`src/hw/rtl/linds_pkg.sv`:
```
// Shared constants for the linear interpolation downsampler.
// No dependencies; imported by linds_csr_if and by linds_front.
package linds_pkg;

   localparam int STEP_WIDTH    = 32;
   localparam int POS_INT_BITS  = 9;

endpackage

```
`src/hw/rtl/linds_if.sv`:
```
// Stream interfaces of the downsampler: sample request, sample response, step write.
// Depends on linds_pkg for the step register width.
interface linds_req_if #(parameter int SAMPLE_WIDTH = 16);
   logic                           valid;
   logic                           ready;
   logic signed [SAMPLE_WIDTH-1:0] sample_in;

   modport source (output valid, output sample_in, input ready);
   modport sink   (input valid, input sample_in, output ready);
endinterface

interface linds_rsp_if #(parameter int SAMPLE_WIDTH = 16);
   logic                           valid;
   logic                           ready;
   logic signed [SAMPLE_WIDTH-1:0] sample_out;

   modport source (output valid, output sample_out, input ready);
   modport sink   (input valid, input sample_out, output ready);
endinterface

interface linds_csr_if;
   import linds_pkg::*;
   logic                  valid;
   logic                  ready;
   logic [STEP_WIDTH-1:0] step_factor;

   modport source (output valid, output step_factor, input ready);
   modport sink   (input valid, input step_factor, output ready);
endinterface

```
`src/hw/rtl/linear_interp_downsampler_core.sv`:
```
// Linear interpolation sample rate down-converter, top level.
// Depends on linds_pkg, linds_if, linds_front, linds_queue and linds_back.
//
// Usage:
//   req_chan carries one signed high-rate sample per word. Words that land
//   before the read position crosses 1.0 yield one interpolated low-rate
//   word on rsp_chan; the others update state only and yield nothing.
//   csr_chan writes step_factor (unsigned, FRAC_BITS fraction bits, high
//   over low rate); values below 1.0 act as 1.0. Write it while idle.
//   Throughput: one request word per cycle unless the queue is full. The front end updates
//   position and previous sample in a single add per word.
//   Path of a response from its request: queue write, multiply stage, round
//   and add into the output register.
//   When rsp_chan stalls, the output register and the multiply stage hold,
//   the job queue (QUEUE_DEPTH words) fills, and req_chan.ready drops only
//   for words that would produce output while the queue is full.
//   Reset (synchronous): step_factor = 1.0, read position and previous
//   sample cleared, queue and pipeline emptied. csr_chan.ready is always high.
module linear_interp_downsampler_core #(
   parameter int SAMPLE_WIDTH = 16,
   parameter int FRAC_BITS    = 24,
   parameter int QUEUE_DEPTH  = 4
) (
   input  logic         clock,
   input  logic         reset,
   linds_req_if.sink    req_chan,
   linds_rsp_if.source  rsp_chan,
   linds_csr_if.sink    csr_chan
);
   localparam int ENTRY_W = 2 * SAMPLE_WIDTH + FRAC_BITS;

   logic               push_valid, push_ready;
   logic [ENTRY_W-1:0] push_data;
   logic               pop_valid, pop_ready;
   logic [ENTRY_W-1:0] pop_data;

   linds_front #(
      .SAMPLE_WIDTH (SAMPLE_WIDTH),
      .FRAC_BITS    (FRAC_BITS)
   ) u_front (
      .clock      (clock),
      .reset      (reset),
      .req_chan   (req_chan),
      .csr_chan   (csr_chan),
      .push_valid (push_valid),
      .push_ready (push_ready),
      .push_data  (push_data)
   );

   linds_queue #(
      .WIDTH (ENTRY_W),
      .DEPTH (QUEUE_DEPTH)
   ) u_queue (
      .clock      (clock),
      .reset      (reset),
      .push_valid (push_valid),
      .push_ready (push_ready),
      .push_data  (push_data),
      .pop_valid  (pop_valid),
      .pop_ready  (pop_ready),
      .pop_data   (pop_data)
   );

   linds_back #(
      .SAMPLE_WIDTH (SAMPLE_WIDTH),
      .FRAC_BITS    (FRAC_BITS)
   ) u_back (
      .clock     (clock),
      .reset     (reset),
      .pop_valid (pop_valid),
      .pop_ready (pop_ready),
      .pop_data  (pop_data),
      .rsp_chan  (rsp_chan)
   );

endmodule

```
`src/hw/rtl/linds_front.sv`:
```
// Front end: holds step register, read position and previous sample, accepts
// request words and pushes the ones that produce output into the queue. Uses linds_pkg.
module linds_front #(
   parameter int SAMPLE_WIDTH = 16,
   parameter int FRAC_BITS    = 24
) (
   input  logic                              clock,
   input  logic                              reset,
   linds_req_if.sink                         req_chan,
   linds_csr_if.sink                         csr_chan,
   output logic                              push_valid,
   input  logic                              push_ready,
   output logic [2*SAMPLE_WIDTH+FRAC_BITS-1:0] push_data
);
   import linds_pkg::*;

   localparam int PW    = FRAC_BITS + POS_INT_BITS;
   localparam int SUM_W = (PW > STEP_WIDTH) ? PW : STEP_WIDTH;
   localparam logic [SUM_W-1:0] ONE_S = SUM_W'(1) << FRAC_BITS;
   localparam logic [PW-1:0]    ONE_P = PW'(1) << FRAC_BITS;

   logic [STEP_WIDTH-1:0]          step_ff, step_in;
   logic [PW-1:0]                  pos_ff, pos_in;
   logic signed [SAMPLE_WIDTH-1:0] prev_ff, prev_in;
   logic                           emit;
   logic                           accept;
   logic [SUM_W-1:0]               step_ext, step_sat, adv_sum;
   logic [PW-1:0]                  pos_adv;

   assign emit           = (pos_ff[PW-1:FRAC_BITS] == '0);
   assign req_chan.ready = !emit || push_ready;
   assign accept         = req_chan.valid && req_chan.ready;
   assign csr_chan.ready = 1'b1;

   assign push_valid = req_chan.valid && emit;
   assign push_data  = {prev_ff, req_chan.sample_in, pos_ff[FRAC_BITS-1:0]};

   assign step_ext = SUM_W'(step_ff);
   assign step_sat = (step_ext < ONE_S) ? ONE_S : step_ext;
   assign adv_sum  = SUM_W'(pos_ff) + step_sat;

   always_comb begin
      step_in = step_ff;
      pos_in  = pos_ff;
      prev_in = prev_ff;
      if (csr_chan.valid) begin
         step_in = csr_chan.step_factor;
      end
      pos_adv = emit ? adv_sum[PW-1:0] : pos_ff;
      if (accept) begin
         pos_in  = (pos_adv >= ONE_P) ? (pos_adv - ONE_P) : '0;
         prev_in = req_chan.sample_in;
      end
   end

   always_ff @(posedge clock) begin
      if (reset) begin
         step_ff <= STEP_WIDTH'(ONE_S);
         pos_ff  <= '0;
         prev_ff <= '0;
      end else begin
         step_ff <= step_in;
         pos_ff  <= pos_in;
         prev_ff <= prev_in;
      end
   end

endmodule

```
`src/hw/rtl/linds_queue.sv`:
```
// Short FIFO of interpolation jobs between front and back end.
// Register storage with one read pointer; no package dependencies.
module linds_queue #(
   parameter int WIDTH = 56,
   parameter int DEPTH = 4
) (
   input  logic             clock,
   input  logic             reset,
   input  logic             push_valid,
   output logic             push_ready,
   input  logic [WIDTH-1:0] push_data,
   output logic             pop_valid,
   input  logic             pop_ready,
   output logic [WIDTH-1:0] pop_data
);
   localparam int PTR_W = (DEPTH > 1) ? $clog2(DEPTH) : 1;
   localparam int CNT_W = $clog2(DEPTH + 1);
   localparam logic [PTR_W-1:0] LAST = PTR_W'(DEPTH - 1);
   localparam logic [CNT_W-1:0] FULL = CNT_W'(DEPTH);

   logic [WIDTH-1:0] entry_ff [DEPTH];
   logic [PTR_W-1:0] wr_ptr_ff, wr_ptr_in, rd_ptr_ff, rd_ptr_in;
   logic [CNT_W-1:0] count_ff, count_in;
   logic             do_push, do_pop;

   assign push_ready = (count_ff != FULL);
   assign pop_valid  = (count_ff != '0);
   assign pop_data   = entry_ff[rd_ptr_ff];
   assign do_push    = push_valid && push_ready;
   assign do_pop     = pop_valid && pop_ready;

   always_comb begin
      wr_ptr_in = wr_ptr_ff;
      rd_ptr_in = rd_ptr_ff;
      count_in  = count_ff;
      if (do_push) begin
         wr_ptr_in = (wr_ptr_ff == LAST) ? '0 : wr_ptr_ff + PTR_W'(1);
      end
      if (do_pop) begin
         rd_ptr_in = (rd_ptr_ff == LAST) ? '0 : rd_ptr_ff + PTR_W'(1);
      end
      if (do_push && !do_pop) begin
         count_in = count_ff + CNT_W'(1);
      end else if (do_pop && !do_push) begin
         count_in = count_ff - CNT_W'(1);
      end
   end

   always_ff @(posedge clock) begin
      if (reset) begin
         wr_ptr_ff <= '0;
         rd_ptr_ff <= '0;
         count_ff  <= '0;
      end else begin
         wr_ptr_ff <= wr_ptr_in;
         rd_ptr_ff <= rd_ptr_in;
         count_ff  <= count_in;
      end
   end

   always_ff @(posedge clock) begin
      if (do_push) begin
         entry_ff[wr_ptr_ff] <= push_data;
      end
   end

endmodule

```
`src/hw/rtl/linds_back.sv`:
```
// Back end: two-stage interpolation pipeline, multiply then round and add,
// driving the response word register. Uses linds_rsp_if; no package items needed.
module linds_back #(
   parameter int SAMPLE_WIDTH = 16,
   parameter int FRAC_BITS    = 24
) (
   input  logic                                clock,
   input  logic                                reset,
   input  logic                                pop_valid,
   output logic                                pop_ready,
   input  logic [2*SAMPLE_WIDTH+FRAC_BITS-1:0] pop_data,
   linds_rsp_if.source                         rsp_chan
);
   localparam int SW    = SAMPLE_WIDTH;
   localparam int PRODW = SW + FRAC_BITS + 2;
   localparam logic signed [PRODW-1:0] HALF =
      {{(PRODW-FRAC_BITS){1'b0}}, 1'b1, {(FRAC_BITS-1){1'b0}}};

   logic signed [SW-1:0]    a, b;
   logic [FRAC_BITS-1:0]    f;
   logic signed [SW:0]      diff;
   logic signed [PRODW-1:0] prod;
   logic signed [PRODW-1:0] prod_ff, prod_in;
   logic signed [SW-1:0]    a_ff, a_in;
   logic                    s1_valid_ff, s1_valid_in;
   logic signed [PRODW-1:0] rounded;
   logic signed [SW+1:0]    shifted, total;
   logic signed [SW-1:0]    out_ff, out_in;
   logic                    out_valid_ff, out_valid_in;
   logic                    adv1, adv2;

   assign a    = pop_data[2*SW+FRAC_BITS-1 -: SW];
   assign b    = pop_data[SW+FRAC_BITS-1 -: SW];
   assign f    = pop_data[FRAC_BITS-1:0];
   assign diff = $signed({b[SW-1], b}) - $signed({a[SW-1], a});
   assign prod = diff * $signed({1'b0, f});

   assign adv2      = !out_valid_ff || rsp_chan.ready;
   assign adv1      = !s1_valid_ff || adv2;
   assign pop_ready = adv1;

   assign rounded = prod_ff + HALF;
   assign shifted = rounded[PRODW-1:FRAC_BITS];
   assign total   = $signed({{2{a_ff[SW-1]}}, a_ff}) + shifted;

   always_comb begin
      prod_in      = prod_ff;
      a_in         = a_ff;
      s1_valid_in  = s1_valid_ff;
      out_in       = out_ff;
      out_valid_in = out_valid_ff;
      if (adv1) begin
         prod_in     = prod;
         a_in        = a;
         s1_valid_in = pop_valid;
      end
      if (adv2) begin
         out_in       = total[SW-1:0];
         out_valid_in = s1_valid_ff;
      end
   end

   always_ff @(posedge clock) begin
      if (reset) begin
         s1_valid_ff  <= 1'b0;
         out_valid_ff <= 1'b0;
      end else begin
         s1_valid_ff  <= s1_valid_in;
         out_valid_ff <= out_valid_in;
      end
   end

   always_ff @(posedge clock) begin
      prod_ff <= prod_in;
      a_ff    <= a_in;
      out_ff  <= out_in;
   end

   assign rsp_chan.valid      = out_valid_ff;
   assign rsp_chan.sample_out = out_ff;

endmodule

```
`src/flat_wrapper.sv`:
```
// flat-port wrapper written by rule: the top's interface ports become plain ports
module linear_interp_downsampler_core_flat 
#(
   parameter int SAMPLE_WIDTH = 16,
   parameter int FRAC_BITS    = 24,
   parameter int QUEUE_DEPTH  = 4
)
  (clock, reset, req_chan_valid, req_chan_sample_in, req_chan_ready, rsp_chan_valid, rsp_chan_sample_out, rsp_chan_ready, csr_chan_valid, csr_chan_step_factor, csr_chan_ready);
  linds_req_if #(.SAMPLE_WIDTH(SAMPLE_WIDTH)) req_chan_i ();
  linds_rsp_if #(.SAMPLE_WIDTH(SAMPLE_WIDTH)) rsp_chan_i ();
  linds_csr_if csr_chan_i ();
  input  logic clock;
  input  logic reset;
  input wire logic [$bits(req_chan_i.valid)-1:0] req_chan_valid;
  input wire logic [$bits(req_chan_i.sample_in)-1:0] req_chan_sample_in;
  output wire logic [$bits(req_chan_i.ready)-1:0] req_chan_ready;
  output wire logic [$bits(rsp_chan_i.valid)-1:0] rsp_chan_valid;
  output wire logic [$bits(rsp_chan_i.sample_out)-1:0] rsp_chan_sample_out;
  input wire logic [$bits(rsp_chan_i.ready)-1:0] rsp_chan_ready;
  input wire logic [$bits(csr_chan_i.valid)-1:0] csr_chan_valid;
  input wire logic [$bits(csr_chan_i.step_factor)-1:0] csr_chan_step_factor;
  output wire logic [$bits(csr_chan_i.ready)-1:0] csr_chan_ready;
  assign req_chan_i.valid = req_chan_valid;
  assign req_chan_i.sample_in = req_chan_sample_in;
  assign req_chan_ready = req_chan_i.ready;
  assign rsp_chan_valid = rsp_chan_i.valid;
  assign rsp_chan_sample_out = rsp_chan_i.sample_out;
  assign rsp_chan_i.ready = rsp_chan_ready;
  assign csr_chan_i.valid = csr_chan_valid;
  assign csr_chan_i.step_factor = csr_chan_step_factor;
  assign csr_chan_ready = csr_chan_i.ready;
  linear_interp_downsampler_core #(.SAMPLE_WIDTH(SAMPLE_WIDTH), .FRAC_BITS(FRAC_BITS), .QUEUE_DEPTH(QUEUE_DEPTH)) u_core (.clock(clock), .reset(reset), .req_chan(req_chan_i), .rsp_chan(rsp_chan_i), .csr_chan(csr_chan_i));
endmodule
```
`config.mk`:
```
export PLATFORM = sky130hd
export DESIGN_NAME = linear_interp_downsampler_core_flat
export DESIGN_NICKNAME = d
export VERILOG_FILES = /design/src/hw/rtl/linds_pkg.sv /design/src/hw/rtl/linds_if.sv /design/src/hw/rtl/linear_interp_downsampler_core.sv /design/src/hw/rtl/linds_front.sv /design/src/hw/rtl/linds_queue.sv /design/src/hw/rtl/linds_back.sv /design/src/flat_wrapper.sv
export SDC_FILE = /design/constraint.sdc
export NUM_CORES = 1
export LEC_CHECK = 0
export ABC_AREA = 1
export BUFFER_PORTS_ARGS = -buffer_cell sky130_fd_sc_hd__buf_4
export CORE_MARGIN = 1.5
export CORE_UTILIZATION = 60
export DETAILED_ROUTE_END_ITERATION = 7
export PLACE_DENSITY_LB_ADDON = 0.05
export SLEW_MARGIN = 40
export SYNTH_ARGS = -nofsm -noshare
export SYNTH_HDL_FRONTEND = slang
export SYNTH_SLANG_ARGS = --single-unit
```
`constraint.sdc`:
```
create_clock -name clock -period 25.6 [get_ports clock]
set_input_delay 5.12 -clock clock [delete_from_list [all_inputs] [get_ports clock]]
set_output_delay 5.12 -clock clock [all_outputs]
set_load 0.03 [all_outputs]
```
== After elaboration in Yosys (flattened, before gate mapping) ==
Memory sizes are Yosys's and may differ from the RTL's. A register that Yosys moved wholly into a read port is not among the register bits.
Cells that the tools add are included.

* Register bits: 162
* Logic and storage cells: 55
* Memories kept: 1
* Bits in writable memories: 224

* Magnitude comparators: 2
* Reductions and logical operators: 17
* $mul: 1
* Add/sub/neg operators: 9
* Muxes and demuxes: 11
* Equality and inequality tests: 3

{| class="wikitable"
|+ Memories
! name !! words !! bits a word !! read ports !! clocked after memory_dff !! write ports !! RTL line !! RTL
|-
| u_core.u_queue.entry_ff || 4 || 56 || 1 || 1 || 1 || linds_queue.sv:21 || <nowiki>logic [WIDTH-1:0] entry_ff [DEPTH];</nowiki>
|}

{| class="wikitable"
|+ Operators by type and width
! cell !! count
|-
| 2-to-1 mux 33 bit || 2
|-
| adder 40 x 25 -> 40 bit, second input constant || 1
|-
| multiplier 17 x 25 -> 40 bit || 1
|-
| adder 33 x 32 -> 33 bit || 1
|-
| >= comparator 33 x 25 -> 1 bit, second input constant || 1
|-
| subtractor 33 x 25 -> 33 bit, second input constant || 1
|-
| < comparator 32 x 25 -> 1 bit, second input constant || 1
|-
| 2-to-1 mux 32 bit || 1
|-
| subtractor 16 x 16 -> 17 bit || 1
|-
| adder 16 bit || 1
|-
| zero test 9 bit || 1
|-
| 2-to-1 mux 2 bit || 4
|-
| logical AND 1 bit || 6
|-
| 2-to-1 mux 3 bit || 2
|-
| zero test 1 bit || 5
|-
| adder 2 x 1 -> 2 bit, second input constant || 2
|-
| == test 2 bit, second input constant || 2
|-
| adder 3 x 1 -> 3 bit, second input constant || 1
|-
| logical OR 1 bit || 3
|-
| inequality test 3 bit, second input constant || 1
|-
| nonzero test 3 bit || 1
|-
| subtractor 3 x 1 -> 3 bit, second input constant || 1
|-
| 2-to-1 mux 1 bit || 2
|-
| nonzero test 2 bit || 1
|}

== Depth between registers and ports, before layout ==
Gate-level depths: netlist (run 1).

* Word-level depth: 7
* Mapped depth: 46

== By module ==
Synthesis (run 1) repeated with hierarchy kept, for this count alone.

* Cell total of the unflattened synthesis: 3987
* Area total of the unflattened synthesis: 33155.5 µm²

{| class="wikitable"
|+ Modules (own cells, without submodules)
! module !! times used !! seq. area each (µm²) !! cells an instance !! area each (µm²)
|-
| linds_back || 1 || 1511.4 || 2177 || 17106.4
|-
| linds_queue || 1 || 6906.6 || 611 || 9156.3
|-
| linds_front || 1 || 1621.6 || 1199 || 6892.9
|}

== Least setup slack after synthesis (run 1) ==
Ideal clock, no wire load.

* Path kind: reg2reg
* From: register (tool-made name)
* To: register u_core.u_back.prod_ff[35] (data pin)
* Buffers on the path: 5
* Library setup time: 0.258 ns
* Arrival: 8.099 ns
* Required time: 25.342 ns
* Cell stages (with the launch flop): 41
* Path slack: 17.243 ns
* Cells stage by stage: dfxtp_1 > clkbuf_1 > clkbuf_1 > buf_2 > clkbuf_1 > o21ai_0 > o22ai_1 > ha_1 > inv_1 > fa_1 > nand2_1 > nand2_1 > o21ai_0 > o21ai_0 > nand2_1 > nand2_1 > a21oi_1 > o21bai_1 > [... 5 more ...] > inv_1 > fa_1 > inv_1 > fa_1 > inv_1 > fa_1 > inv_1 > fa_1 > fa_1 > ha_1 > a21oi_1 > nor2_1 > nor2_1 > o221ai_1 > a21oi_1 > o21ai_0 > a21oi_1 > xnor2_1

{| class="wikitable"
|+ RTL lines
! element !! RTL line !! RTL
|-
| to (signal assigned) || linds_back.sv:74 || <nowiki>prod_ff <= prod_in;</nowiki>
|-
| to (decl) || linds_back.sv:23 || <nowiki>logic signed [PRODW-1:0] prod_ff, prod_in;</nowiki>
|}

==> impl_metrics.env, run 1 <==
export IMPL_status="complete, no violations"
export IMPL_synthTopCellsByArea="sky130_fd_sc_hd__edfxtp_1 (26%), sky130_fd_sc_hd__fa_1 (21%), sky130_fd_sc_hd__nand2_1 (9.8%)"
export IMPL_h_tree_depth=2
export IMPL_synthMostInstantiatedCell="sky130_fd_sc_hd__nand2_1"
export IMPL_synth_cells_most_frequent="sky130_fd_sc_hd__nand2_1 (824), sky130_fd_sc_hd__inv_1 (692), sky130_fd_sc_hd__nor2_1 (410), sky130_fd_sc_hd__fa_1 (332), sky130_fd_sc_hd__edfxtp_1 (273)"
export IMPL_dp_worst_setup_slack_ns=15.65
export IMPL_synthFlopType="sky130_fd_sc_hd__edfxtp_1"
export IMPL_synth_ff_latch_count=365
export IMPL_floorplan_die_width_um=233
export IMPL_synth_top_cell_area_share_pct=25.9
export IMPL_via_count_normalized_by_instance_count=5.61
export IMPL_globalRouteOverflowTotal=0
export IMPL_critPathArrivalTime_ns=10.67
export IMPL_asr_flop_ratio_synth_pct=0
export IMPL_max_clock_buf_depth=3
export IMPL_global_route_usage_met3_pct=4.33
export IMPL_post_cts_sizing_count=0
export IMPL_setup_reg_to_reg_worst_slack_ns=15.26
export IMPL_postSynthNetCount=4299
export IMPL_drt_iter0_drc=1955
export IMPL_setup_violations_final=0
export IMPL_globalRoute_busiestLayer="met2"
export IMPL_startpoint_type="flip-flop"
export IMPL_grt_util_met1_pct=41.3
export IMPL_post_synth_xor_area_fraction_pct=1.50
export IMPL_netlist_area_mm2=0.0316
export IMPL_post_synth_top_area_cell="sky130_fd_sc_hd__edfxtp_1"
export IMPL_worst_path_buf_inv=9
export IMPL_floorplan_rows=83
export IMPL_worst_setup_skew_after_layout_ns=0.0230
export IMPL_yosysUniqueCellTypes=57
export IMPL_hold_class="reg2reg"
export IMPL_synth_top_family_by_area="adder cells"
export IMPL_die_h_um=233
export IMPL_synth_adder_area_share_pct=28.9
export IMPL_worst_ep_required_time_ns=25.93
export IMPL_postCtsSetupRepairBufs=0
export IMPL_synth_compound_area_share_pct=7.17
export IMPL_slowest_delay_ns=0.66
export IMPL_synth_edf_count=273
export IMPL_area_inside_the_core_boundary_mm2=0.0517
export IMPL_initial_antenna_violation_count=1
export IMPL_dr_pass1_iters=6
export IMPL_finalNetCount=4316
export IMPL_cts_tree="built"
export IMPL_setup_tns_ns=0
export IMPL_yosys_warnings=0
export IMPL_slew_violations=0
export IMPL_crit_path_end_kind="flip-flop"
export IMPL_cts_sinks=365
export IMPL_grt_setup_unrepaired="no"
export IMPL_final_hold_violation_count=0
export IMPL_numCtsBuffers=39
export IMPL_crit_top_cell="sky130_fd_sc_hd__nand2_1"
export IMPL_synth_simple_area_share_pct=20.4
export IMPL_whs_ns=0.460
export IMPL_detail_route_wl_per_cell_um=19.9
export IMPL_worst_slew_pin_slew_ns=0.891
export IMPL_placement_io_buffers=70
export IMPL_cts_reportedPaths_clkPinSlew_ns=0.06
export IMPL_yosys_mux_area_fraction_pct=0
export IMPL_drc_errors=0
export IMPL_drt_antenna_net_count=0
export IMPL_layout_setup_ws_ns=15.26
export IMPL_grt_start_max_net_pins=83
export IMPL_dp_hpwl_um=67000
export IMPL_fmaxAchievable_ghz=0.0967
export IMPL_cpLargestDelayFamily="adder cells"
export IMPL_gr_util_met2_pct=56.9
export IMPL_floorplan_initialDensity_pct=61.2
export IMPL_clock_tree_root_cell="sky130_fd_sc_hd__clkbuf_16"
export IMPL_routed_wl_um=88500
export IMPL_drive_gt1_share_pct=9.14
export IMPL_normalized_max_slew_margin_pct=40.5
export IMPL_seq_area_frac_synth_pct=31.7
export IMPL_via_count_of_the_first_global_routing_pass=25400
export IMPL_post_synth_cell_area_avg_um2=8.52
export IMPL_max_capacitance_violation_total=0
export IMPL_syn_instance_count=3715
export IMPL_critical_path_peak_fanout=51
export IMPL_die_area_mm2=0.0541
export IMPL_worst_path_max_delay_cell="sky130_fd_sc_hd__clkinv_1"
export IMPL_ctsHoldBuffers=0
export IMPL_grt_total_usage_pct=33.5
export IMPL_finalWorstPathRequiredPeriod_ns=10.34
export IMPL_dr_total_vias=24900
export IMPL_timing_final_crit_share_pct=40.4
export IMPL_clock_latency_on_the_worst_skew_pair_ns=0.58
export IMPL_grt_pass1_wl_um=137000
export IMPL_area_growth_synth_to_finish_pct=8.06
export IMPL_setup_worst_path_class="reg2reg"
export IMPL_gp_routability_congestion=1.02
export IMPL_top_level_ports=72
-- final cells by class --
class / count / area, um2
Antenna cell: 1 / 2.50
Sequential cell: 365 / 10000
Timing Repair Buffer: 102 / 811
Inverter: 716 / 2690
Clock inverter: 19 / 233
Clock buffer: 53 / 1160
Multi-Input combinational cell: 2508 / 18400
Tap cell: 680 / 851
Fill cell: 4384 / 17500
-- sequential cells by signal, indices dropped and copies added, names as in the netlist, 3 cells and up, named ones only --
register	flops
u_core.u_back.a_ff	16
u_core.u_back.prod_ff	17
u_core.u_back.rsp_chan.sample_out	16
u_core.u_front.pos_ff	33
u_core.u_front.prev_ff	16
u_core.u_front.step_ff	32
u_core.u_queue.count_ff	3
u_core.u_queue.entry_ff	224
-- metal layers --
metal  share of wire [%]  up-vias
met5                   0        -
met4                 6.2        0
met3                 6.5      292
met2                  48      960
met1                  39    12100
li1                    -    11600
-- layout by cell type, fill, tap and decap left out, types with 30 or more instances in the layout --
| master | count |
|---|---|
| sky130_fd_sc_hd__edfxtp_1 | 273 |
| sky130_fd_sc_hd__ha_1 | 199 |
| sky130_fd_sc_hd__dfxtp_1 | 91 |
| sky130_fd_sc_hd__nand2_1 | 820 |
| sky130_fd_sc_hd__nand2_2 | 52 |
| sky130_fd_sc_hd__or2_2 | 30 |
| sky130_fd_sc_hd__o21ai_0 | 119 |
| sky130_fd_sc_hd__inv_1 | 688 |
| sky130_fd_sc_hd__nand3_1 | 141 |
| sky130_fd_sc_hd__fa_1 | 332 |
| sky130_fd_sc_hd__buf_4 | 97 |
| sky130_fd_sc_hd__nor2_1 | 406 |
| sky130_fd_sc_hd__xor2_1 | 42 |
| sky130_fd_sc_hd__a21oi_1 | 152 |
| sky130_fd_sc_hd__a21oi_2 | 33 |
| sky130_fd_sc_hd__clkbuf_16 | 42 |
-- tightest hold or removal path, cell delays in order (launching register included) --
cell and delay, ns:
sky130_fd_sc_hd__dfxtp_1 0.30, sky130_fd_sc_hd__inv_1 0.06, sky130_fd_sc_hd__a21oi_1 0.06
-- through the flow --
stage / util (%) / cells / instance area, um2
after floorplan: - / 3715 / 31600
after global placement: 63.2 / 4368 / 32700
after detailed placement: 63.4 / 4370 / 32800
after CTS: 66.0 / 4442 / 34200
after global routing: 66.1 / 4444 / 34200
final: 66.1 / 4444 / 34200
-- cells by family (layout without fill, tap and decap cells) --
kind of cell,Yosys count,after routing
simple gates,1537,1537
compound gates,385,385
fa+ha+maj,531,531
xor+xnor,54,54
other cells,1,2
buf+inv,842,890
flops,365,365
-- path summary, 6_finish.rpt --
path | to | start | cells past startpoint
setup / recovery | u_core.u_back.prod_ff[38] | flip-flop | 39
hold / removal | u_core.u_front.step_ff[4] | u_core.u_front.step_ff[4] | 2
setup reg to reg | u_core.u_back.prod_ff[38] | flip-flop | 39
hold reg to reg | u_core.u_front.step_ff[4] | u_core.u_front.step_ff[4] | 2
Power of run 1 is not shown: default switching activity piles up to over one toggle a cycle in this logic, so the estimate is an artifact.
==> run 2: changes to the inputs <==
--- a/config.mk
+++ b/config.mk
@@ -8,7 +8,7 @@
 export ABC_AREA = 1
 export BUFFER_PORTS_ARGS = -buffer_cell sky130_fd_sc_hd__buf_4
 export CORE_MARGIN = 1.5
-export CORE_UTILIZATION = 60
+export CORE_UTILIZATION = 59
 export DETAILED_ROUTE_END_ITERATION = 7
 export PLACE_DENSITY_LB_ADDON = 0.05
 export SLEW_MARGIN = 40
==> constraint.sdc (replaced) <==
create_clock -name clock -period 8.96 [get_ports clock]
set_input_delay 1.792 -clock clock [delete_from_list [all_inputs] [get_ports clock]]
set_output_delay 1.792 -clock clock [all_outputs]
set_load 0.03 [all_outputs]
==> run 2 against run 1 <==
  * Die area up 1.7%
  * Setup slack got worse by 15 ns
  * Flip-flop and latch count unchanged
  * First-iteration DRC count shrank 11%
  * Final area is 1.3% higher
  * Worst hold slack got worse by 0.0014 ns
  * Cell count up 1.1%
  * Critical path type unchanged
  * Critical endpoint is now u_core.u_back.prod_ff[39]
  * Highest routed layer unchanged
==> impl_metrics.env, run 2 (synthesized netlist as in run 1, its figures left out) <==
export IMPL_status="complete, no violations"
export IMPL_normalized_max_slew_margin_pct=43.8
export IMPL_finalNetCount=4358
export IMPL_post_dp_cell_area_mm2=0.0330
export IMPL_cts_tree="built"
export IMPL_crit_top_cell="sky130_fd_sc_hd__nand2_1"
export IMPL_gp_routability_congestion=1.02
export IMPL_min_from="u_core.u_front.step_ff[10]"
export IMPL_globalRouteOverflowTotal=0
export IMPL_cts_sinks=365
export IMPL_slowest_delay_ns=0.55
export IMPL_drt_antenna_net_count=0
export IMPL_initial_antenna_violation_count=1
export IMPL_setup_reg_to_reg_worst_slack_ns=0.46
export IMPL_timing_final_crit_share_pct=94.8
export IMPL_largest_reg_flops=224
export IMPL_area_growth_synth_to_finish_pct=9.43
export IMPL_grt_start_max_net_pins=102
export IMPL_mostFrequentLayoutCell="sky130_fd_sc_hd__nand2_1"
export IMPL_final_hold_violation_count=0
export IMPL_instances_no_fill=4494
export IMPL_die_area_mm2=0.0550
export IMPL_numCtsBuffers=40
export IMPL_crit_path_end_kind="flip-flop"
export IMPL_mostFrequentLayoutCells="sky130_fd_sc_hd__nand2_1 (818), sky130_fd_sc_hd__inv_1 (684), sky130_fd_sc_hd__nor2_1 (406), sky130_fd_sc_hd__fa_1 (332), sky130_fd_sc_hd__edfxtp_1 (273)"
export IMPL_area_inside_the_core_boundary_mm2=0.0528
export IMPL_ctsHoldBuffers=0
export IMPL_critical_path_peak_fanout=21
export IMPL_clock_tree_root_cell="sky130_fd_sc_hd__clkbuf_16"
export IMPL_worst_path_max_delay_cell="sky130_fd_sc_hd__fa_1"
export IMPL_worst_slew_pin_slew_ns=0.842
export IMPL_routed_wl_um=87600
export IMPL_drc_errors=0
export IMPL_final_design_area_no_fill_mm2=0.0346
export IMPL_dr_pass1_iters=6
export IMPL_slew_violations=0
export IMPL_detail_route_wl_per_cell_um=19.5
export IMPL_timing_hold_worst_path_depth=2
export IMPL_placement_io_buffers=70
export IMPL_via_count_normalized_by_instance_count=5.57
export IMPL_drive_gt1_share_pct=10.2
export IMPL_floorplan_rows=84
export IMPL_diodes=0
export IMPL_finalWorstPathRequiredPeriod_ns=8.50
export IMPL_setup_tns_ns=0
export IMPL_critPathArrivalTime_ns=8.85
export IMPL_drt_iter0_drc=1734
export IMPL_hold_path_endpoint="u_core.u_front.step_ff[10]"
export IMPL_dpl_cell_count=4414
export IMPL_grt_setup_unrepaired="no"
export IMPL_top_level_ports=72
export IMPL_grt_total_usage_pct=32.7
export IMPL_via_count_of_the_first_global_routing_pass=25100
export IMPL_floorplan_initialDensity_pct=60.0
export IMPL_setup_worst_path_class="reg2reg"
export IMPL_h_tree_depth=2
export IMPL_clock_latency_on_the_worst_skew_pair_ns=0.59
export IMPL_cts_reportedPaths_clkPinSlew_ns=0.06
export IMPL_die_h_um=235
export IMPL_worstRegToRegCells=36
export IMPL_dp_hpwl_um=68100
export IMPL_fmaxAchievable_ghz=0.118
export IMPL_registers_top_by_ff_count="u_core.u_queue.entry_ff"
export IMPL_grt_pass1_wl_um=136000
export IMPL_floorplan_die_width_um=235
export IMPL_startpoint_type="flip-flop"
export IMPL_max_capacitance_violation_total=0
export IMPL_reg_top3="u_core.u_queue.entry_ff (224), u_core.u_front.pos_ff (33), u_core.u_front.step_ff (32)"
export IMPL_worst_ep_required_time_ns=9.31
export IMPL_dr_total_vias=25000
export IMPL_setup_violations_final=0
export IMPL_critical_path_reg2reg_endpoint="u_core.u_back.prod_ff[39]"
export IMPL_max_clock_buf_depth=3
export IMPL_hold_class="reg2reg"
export IMPL_worst_setup_skew_after_layout_ns=0.0396
run 2: per-stage QoR:
step / hold WS [ns] / setup slack [ns] / utilization (%)
2_1_floorplan: 0.430 / 0.603 / -
3_3_place_gp: 0.448 / 0.402 / 62.6
3_5_place_dp: 0.453 / 0.142 / 62.6
4_1_cts: 0.463 / 0.133 / 65.3
5_1_grt: 0.481 / 0.0261 / 65.6
6_report: 0.459 / 0.462 / 65.6
run 2: final cells by class:
cell class                      instances  area (um2)
Multi-Input combinational cell       2508       18400
Fill cell                            4415       18100
Sequential cell                       365       10000
Inverter                              716        2710
Timing Repair Buffer                  143        1140
Clock buffer                           50        1070
Tap cell                              688         861
Clock inverter                         24         358
run 2: worst max-delay path: cells and delay by family (launching register included):
kind                     cells  cell delay, ns
flip-flops                   1            0.35
AND/OR/NAND/NOR             11            1.40
buffers and inverters        5            0.73
adder cells (fa/ha/maj)      9            3.87
AO/OA/AOI/OAI               11            1.89
run 2: worst max path at each step:
stage	depth (start not counted)	slack (ns)	to
3_5_place_dp	37	0.14	u_core.u_back.prod_ff[39]
3_3_place_gp	36	0.40	u_core.u_back.prod_ff[36]
6_report	36	0.46	u_core.u_back.prod_ff[39]
5_1_grt	36	0.03	u_core.u_back.prod_ff[38]
2_1_floorplan	40	0.60	u_core.u_back.prod_ff[35]
4_1_cts	37	0.13	u_core.u_back.prod_ff[39]
run 2: timing repair:
item | in CTS | in global routing
setup endpoints to repair | 0 | 17
buffers inserted | 0 | 5
gates resized for setup | 0 | 23
run 2: metal layers:
| metal | routed length, um | up-vias | GRT usage [%] |
|---|---|---|---|
| met5 | 0 | - | 0 |
| met4 | 4810 | 0 | 16.1 |
| met3 | 5550 | 275 | 5.08 |
| met2 | 42000 | 899 | 55.0 |
| met1 | 35300 | 12200 | 41.1 |
| li1 | - | 11700 | - |
Power of run 2 is left out for the same reason.
